File: config.mk
export PLATFORM = sky130hd
export DESIGN_NAME = bouncing_eye_led_scanner_unit
export DESIGN_NICKNAME = d
export VERILOG_FILES = /design/src/hdl/besc_pkg.sv /design/src/hdl/besc_ctrl.sv /design/src/hdl/besc_datapath.sv /design/src/hdl/bouncing_eye_led_scanner_unit.sv
export SDC_FILE = /design/constraint.sdc
export NUM_CORES = 1
export LEC_CHECK = 0
export ABC_AREA = 1
export BUFFER_PORTS_ARGS = -buffer_cell sky130_fd_sc_hd__buf_2
export CAP_MARGIN = 30
export CORE_UTILIZATION = 57
export DETAILED_ROUTE_END_ITERATION = 6
export HOLD_SLACK_MARGIN = 0.1
export PLACE_DENSITY = 0.85
export SETUP_SLACK_MARGIN = 0.05
export SLEW_MARGIN = 5
export SYNTH_ARGS = -nofsm -noshare
export SYNTH_HDL_FRONTEND = slang
export SYNTH_SLANG_ARGS = --single-unit
export TNS_END_PERCENT = 50
File: constraint.sdc
create_clock -name clk -period 6.2 [get_ports clk]
set_input_delay 0.93 -clock clk [delete_from_list [all_inputs] [get_ports clk]]
set_output_delay 0.93 -clock clk [all_outputs]
set_load 0.01 [all_outputs]
File: src/hdl/besc_pkg.sv
`default_nettype none
// ---------------------------------------------------------------------------
// besc_pkg
// Shared types and constants of the bouncing eye LED scanner.
// ---------------------------------------------------------------------------
package besc_pkg;

  localparam int EYE_WIDTH_DEFAULT    = 11;
  localparam int TRACK_LENGTH_DEFAULT = 35;

  localparam int CFG_W     = 12;
  localparam int CFG_IDX_W = 2;

  localparam logic [CFG_IDX_W-1:0] REG_OFF_HOLD   = 2'd0;
  localparam logic [CFG_IDX_W-1:0] REG_ONCE_MIN   = 2'd1;
  localparam logic [CFG_IDX_W-1:0] REG_HOLD_LIMIT = 2'd2;

  localparam logic [CFG_W-1:0] OFF_HOLD_RESET   = 12'd500;
  localparam logic [CFG_W-1:0] ONCE_MIN_RESET   = 12'd200;
  localparam logic [CFG_W-1:0] HOLD_LIMIT_RESET = 12'd2000;
  localparam logic [CFG_W-1:0] COUNT_MAX        = 12'hFFF;

  // floor(b / 7) for an 8-bit b equals (b * 293) >> 11.
  localparam logic [8:0] DIV7_MUL   = 9'd293;
  localparam int         DIV7_SHIFT = 11;
  localparam int         DEC_W      = 6;

  typedef enum logic [1:0] {
    MODE_OFF  = 2'd0,
    MODE_ON   = 2'd1,
    MODE_ONCE = 2'd2
  } run_mode_t;

  typedef enum logic [1:0] {
    ST_IDLE,
    ST_UPDATE,
    ST_EMIT
  } ctrl_state_t;

  typedef struct packed {
    logic       button_down;
    logic [7:0] brightness;
    logic [7:0] step_interval;
  } tick_t;

  typedef struct packed {
    logic [7:0] pixel_red;
    logic       frame_last;
  } pixel_t;

  typedef struct packed {
    logic capture;
    logic update;
    logic emit;
  } ctrl_cmd_t;

  typedef struct packed {
    logic out_free;
    logic last_pixel;
  } dp_status_t;

endpackage
`default_nettype wire

File: src/hdl/besc_ctrl.sv
`default_nettype none
// ---------------------------------------------------------------------------
// besc_ctrl
// Sequencer: takes a tick, runs the state update, then walks the frame.
// ---------------------------------------------------------------------------
module besc_ctrl (
  input  wire                    clk,
  input  wire                    rst,
  input  wire                    tick_valid,
  output logic                   tick_stall,
  input  besc_pkg::dp_status_t   status,
  output besc_pkg::ctrl_cmd_t    cmd
);

  besc_pkg::ctrl_state_t state, state_next;

  always_ff @(posedge clk) begin
    if (rst) begin
      state <= besc_pkg::ST_IDLE;
    end else begin
      state <= state_next;
    end
  end

  always_comb begin
    state_next = state;
    unique case (state)
      besc_pkg::ST_IDLE: begin
        if (tick_valid) begin
          state_next = besc_pkg::ST_UPDATE;
        end
      end
      besc_pkg::ST_UPDATE: begin
        state_next = besc_pkg::ST_EMIT;
      end
      besc_pkg::ST_EMIT: begin
        if (status.out_free && status.last_pixel) begin
          state_next = besc_pkg::ST_IDLE;
        end
      end
      default: begin
        state_next = besc_pkg::ST_IDLE;
      end
    endcase
  end

  always_comb begin
    tick_stall  = 1'b1;
    cmd.capture = 1'b0;
    cmd.update  = 1'b0;
    cmd.emit    = 1'b0;
    unique case (state)
      besc_pkg::ST_IDLE: begin
        tick_stall  = 1'b0;
        cmd.capture = tick_valid;
      end
      besc_pkg::ST_UPDATE: begin
        cmd.update = 1'b1;
      end
      besc_pkg::ST_EMIT: begin
        cmd.emit = 1'b1;
      end
      default: begin
        tick_stall = 1'b1;
      end
    endcase
  end

endmodule
`default_nettype wire

File: src/hdl/besc_datapath.sv
`default_nettype none
// ---------------------------------------------------------------------------
// besc_datapath
// Mode, button and eye state, the eye image description and the pixel
// generator with its output register.
// ---------------------------------------------------------------------------
module besc_datapath #(
  parameter int EYE_WIDTH    = besc_pkg::EYE_WIDTH_DEFAULT,
  parameter int TRACK_LENGTH = besc_pkg::TRACK_LENGTH_DEFAULT
) (
  input  wire                                clk,
  input  wire                                rst,
  input  wire                                cfg_we,
  input  wire [besc_pkg::CFG_IDX_W-1:0]      cfg_index,
  input  wire [besc_pkg::CFG_W-1:0]          cfg_data,
  input  besc_pkg::tick_t                    tick,
  input  besc_pkg::ctrl_cmd_t                cmd,
  output besc_pkg::dp_status_t               status,
  output logic                               pixel_valid,
  input  wire                                pixel_stall,
  output besc_pkg::pixel_t                   pixel
);

  localparam int HALF_EYE = (EYE_WIDTH + 1) / 2;
  localparam int POS_W    = $clog2(TRACK_LENGTH + 1);
  localparam int CTR_W    = $clog2(EYE_WIDTH + 1);
  localparam int N_W      = $clog2(TRACK_LENGTH + EYE_WIDTH + 1);
  localparam int DEC_W    = besc_pkg::DEC_W;
  localparam int PROD_W   = CTR_W + DEC_W;
  localparam int CW       = besc_pkg::CFG_W;

  localparam logic [POS_W-1:0] TRACK_END  = POS_W'(TRACK_LENGTH);
  localparam logic [CTR_W-1:0] EYE_SPAN   = CTR_W'(EYE_WIDTH);
  localparam logic [CTR_W-1:0] HALF_SPAN  = CTR_W'(HALF_EYE);
  localparam logic [N_W-1:0]   LAST_PLAIN = N_W'(TRACK_LENGTH);
  localparam logic [N_W-1:0]   LAST_EYE   = N_W'(TRACK_LENGTH + EYE_WIDTH);
  localparam logic [N_W-1:0]   EYE_COUNT  = N_W'(EYE_WIDTH);

  // Configuration registers.
  logic [CW-1:0] off_hold;
  logic [CW-1:0] once_min;
  logic [CW-1:0] hold_limit;

  // Scanner state.
  besc_pkg::tick_t     tick_reg;
  besc_pkg::run_mode_t run_mode;
  logic                press_held;
  logic [CW-1:0]       hold_count;
  logic [POS_W-1:0]    eye_pos;
  logic                moving_down;
  logic [7:0]          elapsed_ticks;

  // The eye image is kept as its generating terms.
  logic                img_on;
  logic [7:0]          img_bright;
  logic [DEC_W-1:0]    img_dec;
  logic [CTR_W-1:0]    img_centre;

  logic [N_W-1:0]      emit_count;

  // Update terms.
  logic [7:0]          elapsed_inc;
  logic [CW-1:0]       count_inc;
  logic [CW-1:0]       end_cnt;
  logic                ending;
  logic                counting;
  logic                move;
  besc_pkg::run_mode_t mode_b;
  besc_pkg::run_mode_t mode_next;
  logic                held_next;
  logic [CW-1:0]       count_next;
  logic [POS_W-1:0]    pos_b;
  logic [POS_W-1:0]    pos_next;
  logic [POS_W:0]      step_pos;
  logic [POS_W-1:0]    remaining;
  logic                down_next;
  logic [7:0]          elapsed_next;
  logic [CTR_W-1:0]    centre_next;
  logic [16:0]         dec_prod;
  logic [DEC_W-1:0]    dec_next;

  // Pixel terms.
  logic                has_eye;
  logic [N_W-1:0]      last_index;
  logic [N_W-1:0]      rel;
  logic                in_eye;
  logic [CTR_W-1:0]    img_idx;
  logic [CTR_W-1:0]    eye_dist;
  logic [PROD_W-1:0]   prod;
  logic                lit;
  logic [7:0]          red;
  logic                load;

  always_ff @(posedge clk) begin
    if (rst) begin
      off_hold   <= besc_pkg::OFF_HOLD_RESET;
      once_min   <= besc_pkg::ONCE_MIN_RESET;
      hold_limit <= besc_pkg::HOLD_LIMIT_RESET;
    end else if (cfg_we) begin
      unique case (cfg_index)
        besc_pkg::REG_OFF_HOLD:   off_hold   <= cfg_data;
        besc_pkg::REG_ONCE_MIN:   once_min   <= cfg_data;
        besc_pkg::REG_HOLD_LIMIT: hold_limit <= cfg_data;
        default: begin
        end
      endcase
    end
  end

  always_ff @(posedge clk) begin
    if (cmd.capture) begin
      tick_reg <= tick;
    end
  end

  // Button handling, then the eye step, as one update per tick.
  always_comb begin
    elapsed_inc = (elapsed_ticks == 8'hFF) ? elapsed_ticks : elapsed_ticks + 8'd1;
    count_inc   = (hold_count == besc_pkg::COUNT_MAX) ? hold_count : hold_count + 12'd1;
    mode_b      = run_mode;
    held_next   = press_held;
    count_next  = hold_count;
    pos_b       = eye_pos;
    elapsed_next = elapsed_inc;
    counting    = 1'b0;
    ending      = 1'b0;
    end_cnt     = hold_count;

    priority if (press_held) begin
      held_next = tick_reg.button_down;
    end else if (!tick_reg.button_down) begin
      ending = (hold_count != '0);
    end else if (run_mode == besc_pkg::MODE_ON && count_inc > off_hold) begin
      mode_b     = besc_pkg::MODE_OFF;
      held_next  = 1'b1;
      count_next = '0;
    end else if (count_inc >= hold_limit) begin
      ending  = 1'b1;
      end_cnt = count_inc;
    end else begin
      count_next = count_inc;
      counting   = 1'b1;
    end

    if (ending) begin
      mode_b = (end_cnt > once_min && end_cnt < hold_limit) ?
               besc_pkg::MODE_ONCE : besc_pkg::MODE_ON;
      elapsed_next = '0;
      pos_b        = '0;
      held_next    = 1'b1;
      count_next   = '0;
    end

    move = !counting && (elapsed_next > tick_reg.step_interval);

    // Near either end of the track the image is shifted so the eye enters
    // and leaves the strip gradually.
    remaining = TRACK_END - pos_b;
    if (int'(pos_b) < HALF_EYE) begin
      centre_next = CTR_W'(pos_b);
    end else if (int'(remaining) < HALF_EYE) begin
      centre_next = EYE_SPAN - CTR_W'(remaining);
    end else begin
      centre_next = HALF_SPAN;
    end

    dec_prod = 17'(tick_reg.brightness) * 17'(besc_pkg::DIV7_MUL);
    dec_next = DEC_W'(dec_prod >> besc_pkg::DIV7_SHIFT) + DEC_W'(1);

    if (moving_down) begin
      step_pos = (pos_b == '0) ? '0 : {1'b0, pos_b} - (POS_W+1)'(1);
    end else begin
      step_pos = {1'b0, pos_b} + (POS_W+1)'(1);
    end

    mode_next = mode_b;
    down_next = moving_down;
    pos_next  = pos_b;
    if (move) begin
      elapsed_next = '0;
      if (step_pos == '0) begin
        down_next = 1'b0;
        if (mode_b == besc_pkg::MODE_ONCE) begin
          mode_next = besc_pkg::MODE_OFF;
        end
      end
      if (step_pos >= {1'b0, TRACK_END}) begin
        step_pos  = {1'b0, TRACK_END};
        down_next = 1'b1;
      end
      pos_next = step_pos[POS_W-1:0];
    end
  end

  always_ff @(posedge clk) begin
    if (rst) begin
      run_mode      <= besc_pkg::MODE_ON;
      press_held    <= 1'b0;
      hold_count    <= '0;
      eye_pos       <= '0;
      moving_down   <= 1'b0;
      elapsed_ticks <= '0;
      img_on        <= 1'b0;
    end else if (cmd.update) begin
      run_mode      <= mode_next;
      press_held    <= held_next;
      hold_count    <= count_next;
      eye_pos       <= pos_next;
      moving_down   <= down_next;
      elapsed_ticks <= elapsed_next;
      if (move) begin
        img_on <= (mode_b != besc_pkg::MODE_OFF);
      end
    end
  end

  always_ff @(posedge clk) begin
    if (cmd.update && move) begin
      img_bright <= tick_reg.brightness;
      img_dec    <= dec_next;
      img_centre <= centre_next;
    end
  end

  // Frame: spacers before the eye position, the eye image, the remaining
  // spacers and a closing black pixel.
  always_comb begin
    has_eye    = (eye_pos < TRACK_END);
    last_index = has_eye ? LAST_EYE : LAST_PLAIN;
    rel        = emit_count - N_W'(eye_pos);
    in_eye     = has_eye && (emit_count >= N_W'(eye_pos)) && (rel < EYE_COUNT);
    img_idx    = rel[CTR_W-1:0];
    eye_dist   = (img_idx >= img_centre) ? img_idx - img_centre : img_centre - img_idx;
    prod       = PROD_W'(eye_dist) * PROD_W'(img_dec);
    lit        = img_on && in_eye && (int'(eye_dist) < HALF_EYE) &&
                 (PROD_W'(img_bright) > prod);
    red        = lit ? img_bright - prod[7:0] : 8'd0;

    status.out_free   = !pixel_valid || !pixel_stall;
    status.last_pixel = (emit_count == last_index);
    load              = cmd.emit && status.out_free;
  end

  always_ff @(posedge clk) begin
    if (rst) begin
      emit_count <= '0;
    end else if (cmd.update) begin
      emit_count <= '0;
    end else if (load) begin
      emit_count <= emit_count + N_W'(1);
    end
  end

  always_ff @(posedge clk) begin
    if (rst) begin
      pixel_valid <= 1'b0;
    end else if (load) begin
      pixel_valid <= 1'b1;
    end else if (!pixel_stall) begin
      pixel_valid <= 1'b0;
    end
  end

  always_ff @(posedge clk) begin
    if (load) begin
      pixel.pixel_red  <= red;
      pixel.frame_last <= status.last_pixel;
    end
  end

endmodule
`default_nettype wire

File: src/hdl/bouncing_eye_led_scanner_unit.sv
`default_nettype none
// ---------------------------------------------------------------------------
// bouncing_eye_led_scanner_unit
// Bouncing red eye scanner for an LED strip, one frame per millisecond tick.
// ---------------------------------------------------------------------------
// Usage: each transaction on the tick channel carries the button level, the
// eye brightness and the step interval. The block updates mode, press and
// eye state, then sends one strip frame on the pixel channel, one pixel per
// transaction: TRACK_LENGTH + 1 pixels, plus EYE_WIDTH image pixels while
// the eye is on the track (36 or 47 with the default sizes). frame_last
// marks the closing pixel. The cfg port writes the three press timing
// registers; the user must do so only while the block is idle, as the
// block itself does not enforce it.
// Timing: a tick is taken, the update runs in the next cycle and the first
// pixel is loaded into the output register in the emit state.
// The frame then leaves the single output register of the pixel generator
// at one pixel per cycle while the receiver does not stall. tick_stall
// stays high after acceptance until the closing pixel is loaded; the next
// tick may be taken while that pixel still waits. A stall on the pixel
// channel holds the register and pauses the frame. Reset loads the register
// defaults, mode on, eye at position zero and an all-black image.
// ---------------------------------------------------------------------------
module bouncing_eye_led_scanner_unit #(
  parameter int EYE_WIDTH    = besc_pkg::EYE_WIDTH_DEFAULT,
  parameter int TRACK_LENGTH = besc_pkg::TRACK_LENGTH_DEFAULT
) (
  input  wire                            clk,
  input  wire                            rst,
  input  wire                            tick_valid,
  output logic                           tick_stall,
  input  besc_pkg::tick_t                tick,
  output logic                           pixel_valid,
  input  wire                            pixel_stall,
  output besc_pkg::pixel_t               pixel,
  input  wire                            cfg_we,
  input  wire [besc_pkg::CFG_IDX_W-1:0]  cfg_index,
  input  wire [besc_pkg::CFG_W-1:0]      cfg_data
);

  besc_pkg::ctrl_cmd_t  cmd;
  besc_pkg::dp_status_t status;

  besc_ctrl u_ctrl (
    .clk        (clk),
    .rst        (rst),
    .tick_valid (tick_valid),
    .tick_stall (tick_stall),
    .status     (status),
    .cmd        (cmd)
  );

  besc_datapath #(
    .EYE_WIDTH    (EYE_WIDTH),
    .TRACK_LENGTH (TRACK_LENGTH)
  ) u_datapath (
    .clk         (clk),
    .rst         (rst),
    .cfg_we      (cfg_we),
    .cfg_index   (cfg_index),
    .cfg_data    (cfg_data),
    .tick        (tick),
    .cmd         (cmd),
    .status      (status),
    .pixel_valid (pixel_valid),
    .pixel_stall (pixel_stall),
    .pixel       (pixel)
  );

endmodule
`default_nettype wire

==> results_dict.tcl <==
set metrics [dict create \
    grt_max_degree 41 \
    post_route_cells_drive_above_1_share_pct 16.12 \
    ys_types 44 \
    hpwl_um 16010 \
    startpoint_type "flip-flop" \
    via_count 8531 \
    synth_flop_cell "dfxtp_1" \
    final_cell_mix "nand2_1, inv_1, ha_1, nor2_1, a21oi_1" \
    ys_ff_latch 120 \
    synth_edf_count 44 \
    final_common_cell "nand2_1" \
    clock_power_share_pct 38.6 \
    vias_per_cell 5.706 \
    r2r-end "u_datapath.pixel[5]" \
    finalNetCount 1460 \
    worst_pin_slew_ps 612.7 \
    clock_latency_ps 430 \
    r2r_slack_ps -120 \
    grt_pass1_vias 8128 \
    max_stage_delay_ps 610 \
    internal-power_mw 1.659 \
    period_minus_slack_ps 6322 \
    cp-startpoint "u_datapath.emit_count[0]" \
    pwr_density_cell_nw_per_um2 225.5 \
    numCtsBuffers 17 \
    cts_root_buf "clkbuf_16" \
    syn_inst 1173 \
    status "finished with violations" \
    cts_sinks 120 \
    endpoint_kind "flip-flop" \
    dieArea_um2 16430 \
    fin_crit_sh_pct 102.0 \
    dr.pass1.iters 7 \
    cts_tree "done" \
    cp_data_required_time_ps 6380 \
    clk_pin_slew_ps 70 \
    totalPowerFinal_mw 2.420 \
    synth_nets 1362 \
    yosys_warnings 0 \
    drv_cap 0 \
    syn2layout_area_growth_pct 18.27 \
    finalWeightedCongestion 0.9311 \
    synth_area_um2 9074 \
    layout.cells.non_filler 1495 \
    drt_iter0_markers 698 \
    htreeDepth 4 \
    whs_ps 452.9 \
    fin_skew_ps 14.51 \
    finalWirelength_um 23180 \
    switching_share_pct 31.44 \
    violations "setup timing" \
    antenna_found_initial 0 \
    setup_viol 8 \
    max-slew-margin-rel_pct 58.78 \
    ys_seq_area_share_pct 31.33 \
    p_leak_nw 5.120 \
    io_buffer_count 46 \
    grt_use_total_pct 27.83 \
    grt_pass1_wl_um 36250 \
    place_inst 1446 \
    io_pins 47 \
    final_antenna_net_count 0 \
    rsz0062_at_grt "true" \
    path_max_fanout 8 \
    r2r_cells 35 \
    final-max-slew-violation-count 0 \
    core_area_um2 15370 \
    cts_buffer_depth 2 \
    switchingPower_uw 760.6 \
    largest_reg_flops 17 \
    cpMaxStageDelayCell "fa_2" \
    peakVddDrop_uv 194.3 \
    fmax_mhz 158.2 \
    diodes 0 \
    rows 45 \
    detail_route.wl_per_cell_um 15.51 \
    die_h_um 128.2 \
    pwr-share-seq_pct 36.0 \
    post-route-drc-count 0 \
    crit_end "u_datapath.pixel[5]" \
    finalHoldViolCount 0 \
    initial_utilization_pct 59.03 \
    criticalPathCategory "reg2reg" \
    fillers 1089 \
    p_comb_share_pct 25.3 \
    synth.avg_cell_area_um2 7.735 \
    die_w_um 128.2 \
    holdCritPathClass "reg2reg" \
    cts-hold-fix-buffers 0 \
    arrival_ps 6500 \
    overflow 0 \
    timing.rr.start "u_datapath.emit_count[0]" \
    synthArstFlopShare_pct 0 \
    fin_ws_ps -122.1 \
]
per-stage QoR:
stage / utilization [%] / setup slack, ps / cell area [um^2] / setup TNS (ps)
2_1_floorplan: - / 69.72 / 9074 / 0
3_3_place_gp: 63.34 / 61.46 / 9736 / 0
3_5_place_dp: 63.34 / -210.0 / 9736 / -1311
4_1_cts: 68.07 / 64.78 / 10460 / 0
5_1_grt: 69.82 / -365.6 / 10730 / -2799
6_report: 69.82 / -122.1 / 10730 / -864.9
what timing repair did:
item,4_1_cts,5_1_grt
setup buffers,9,8
gates cloned,0,0
gates resized for setup,31,48
endpoints found under the setup margin,8,34
pin swaps,22,31
final cells by class:
cell class | count | area, um^2 | share of cell area [%]
clock buffers | 17 | 425.4 | 3.964
clock inverters | 15 | 125.1 | 1.166
inverters | 217 | 819.5 | 7.637
multi-input cells | 819 | 5627 | 52.43
flip-flops and latches | 120 | 2850 | 26.56
well taps | 211 | 264.0 | 2.460
repair buffers | 96 | 620.6 | 5.783
worst min-delay path by stage:
stage               cells after the start               startpoint                       to  slack [ps]
floorplan                               2  u_datapath.once_min[10]  u_datapath.once_min[10]         430
global placement                        2   u_datapath.once_min[5]   u_datapath.once_min[5]         450
detailed placement                      2   u_datapath.once_min[1]   u_datapath.once_min[1]         450
CTS                                     2   u_datapath.once_min[5]   u_datapath.once_min[5]         460
global route                            2   u_datapath.once_min[5]   u_datapath.once_min[5]         480
finish                                  2   u_datapath.once_min[1]   u_datapath.once_min[1]         450
power groups by stage:
stage	Clock [mW]	Combinational [mW]	Sequential, mW
6_report	0.935	0.613	0.872
5_1_grt	0.972	0.689	0.874
4_1_cts	0.944	0.558	0.871
3_5_place_dp	0	0.517	0.888
3_3_place_gp	0	0.488	0.886
2_1_floorplan	0	0.377	0.885
per-layer routing:
layer,vias up,track usage [%],share of wire (%)
met3,110,5.426,6.9
met5,-,0,0
met4,0,13.70,4.1
li1,4089,-,-
met2,398,48.75,50
met1,3934,32.49,39
worst max-delay path: cells and delay by family (launching register included):
| kind | cells | cell delay [ps] |
|---|---|---|
| xor gates and xnor gates | 3 | 590 |
| buffers and inverters | 8 | 850 |
| DFF | 1 | 330 |
| adders and majority gates | 7 | 2360 |
| AOI/OAI and AO/OA | 9 | 1180 |
| and+or+nand+nor | 8 | 780 |
logic make-up after synthesis:
group / count (synthesis) / synth area share (%)
compound gates: 209 / 13.14
xor+xnor: 30 / 2.896
fa+ha+maj: 153 / 22.50
buf+inv: 234 / 9.859
flops: 120 / 31.33
simple gates: 427 / 20.27
Yosys cell counts, drive strengths merged (19+ instances only):
master	instances	area, um^2
o211ai	22	165.2
o21ai	67	346.6
dfxtp	76	1521
xor2	21	183.9
edfxtp	44	1321
nor3	22	115.1
ha	136	1702
nand3	51	272.8
nor2	107	425.4
inv	216	810.8
nand4	19	118.9
a21oi	85	425.4
nand2	215	824.5
Note: power is estimated with default switching activity, not from simulation.
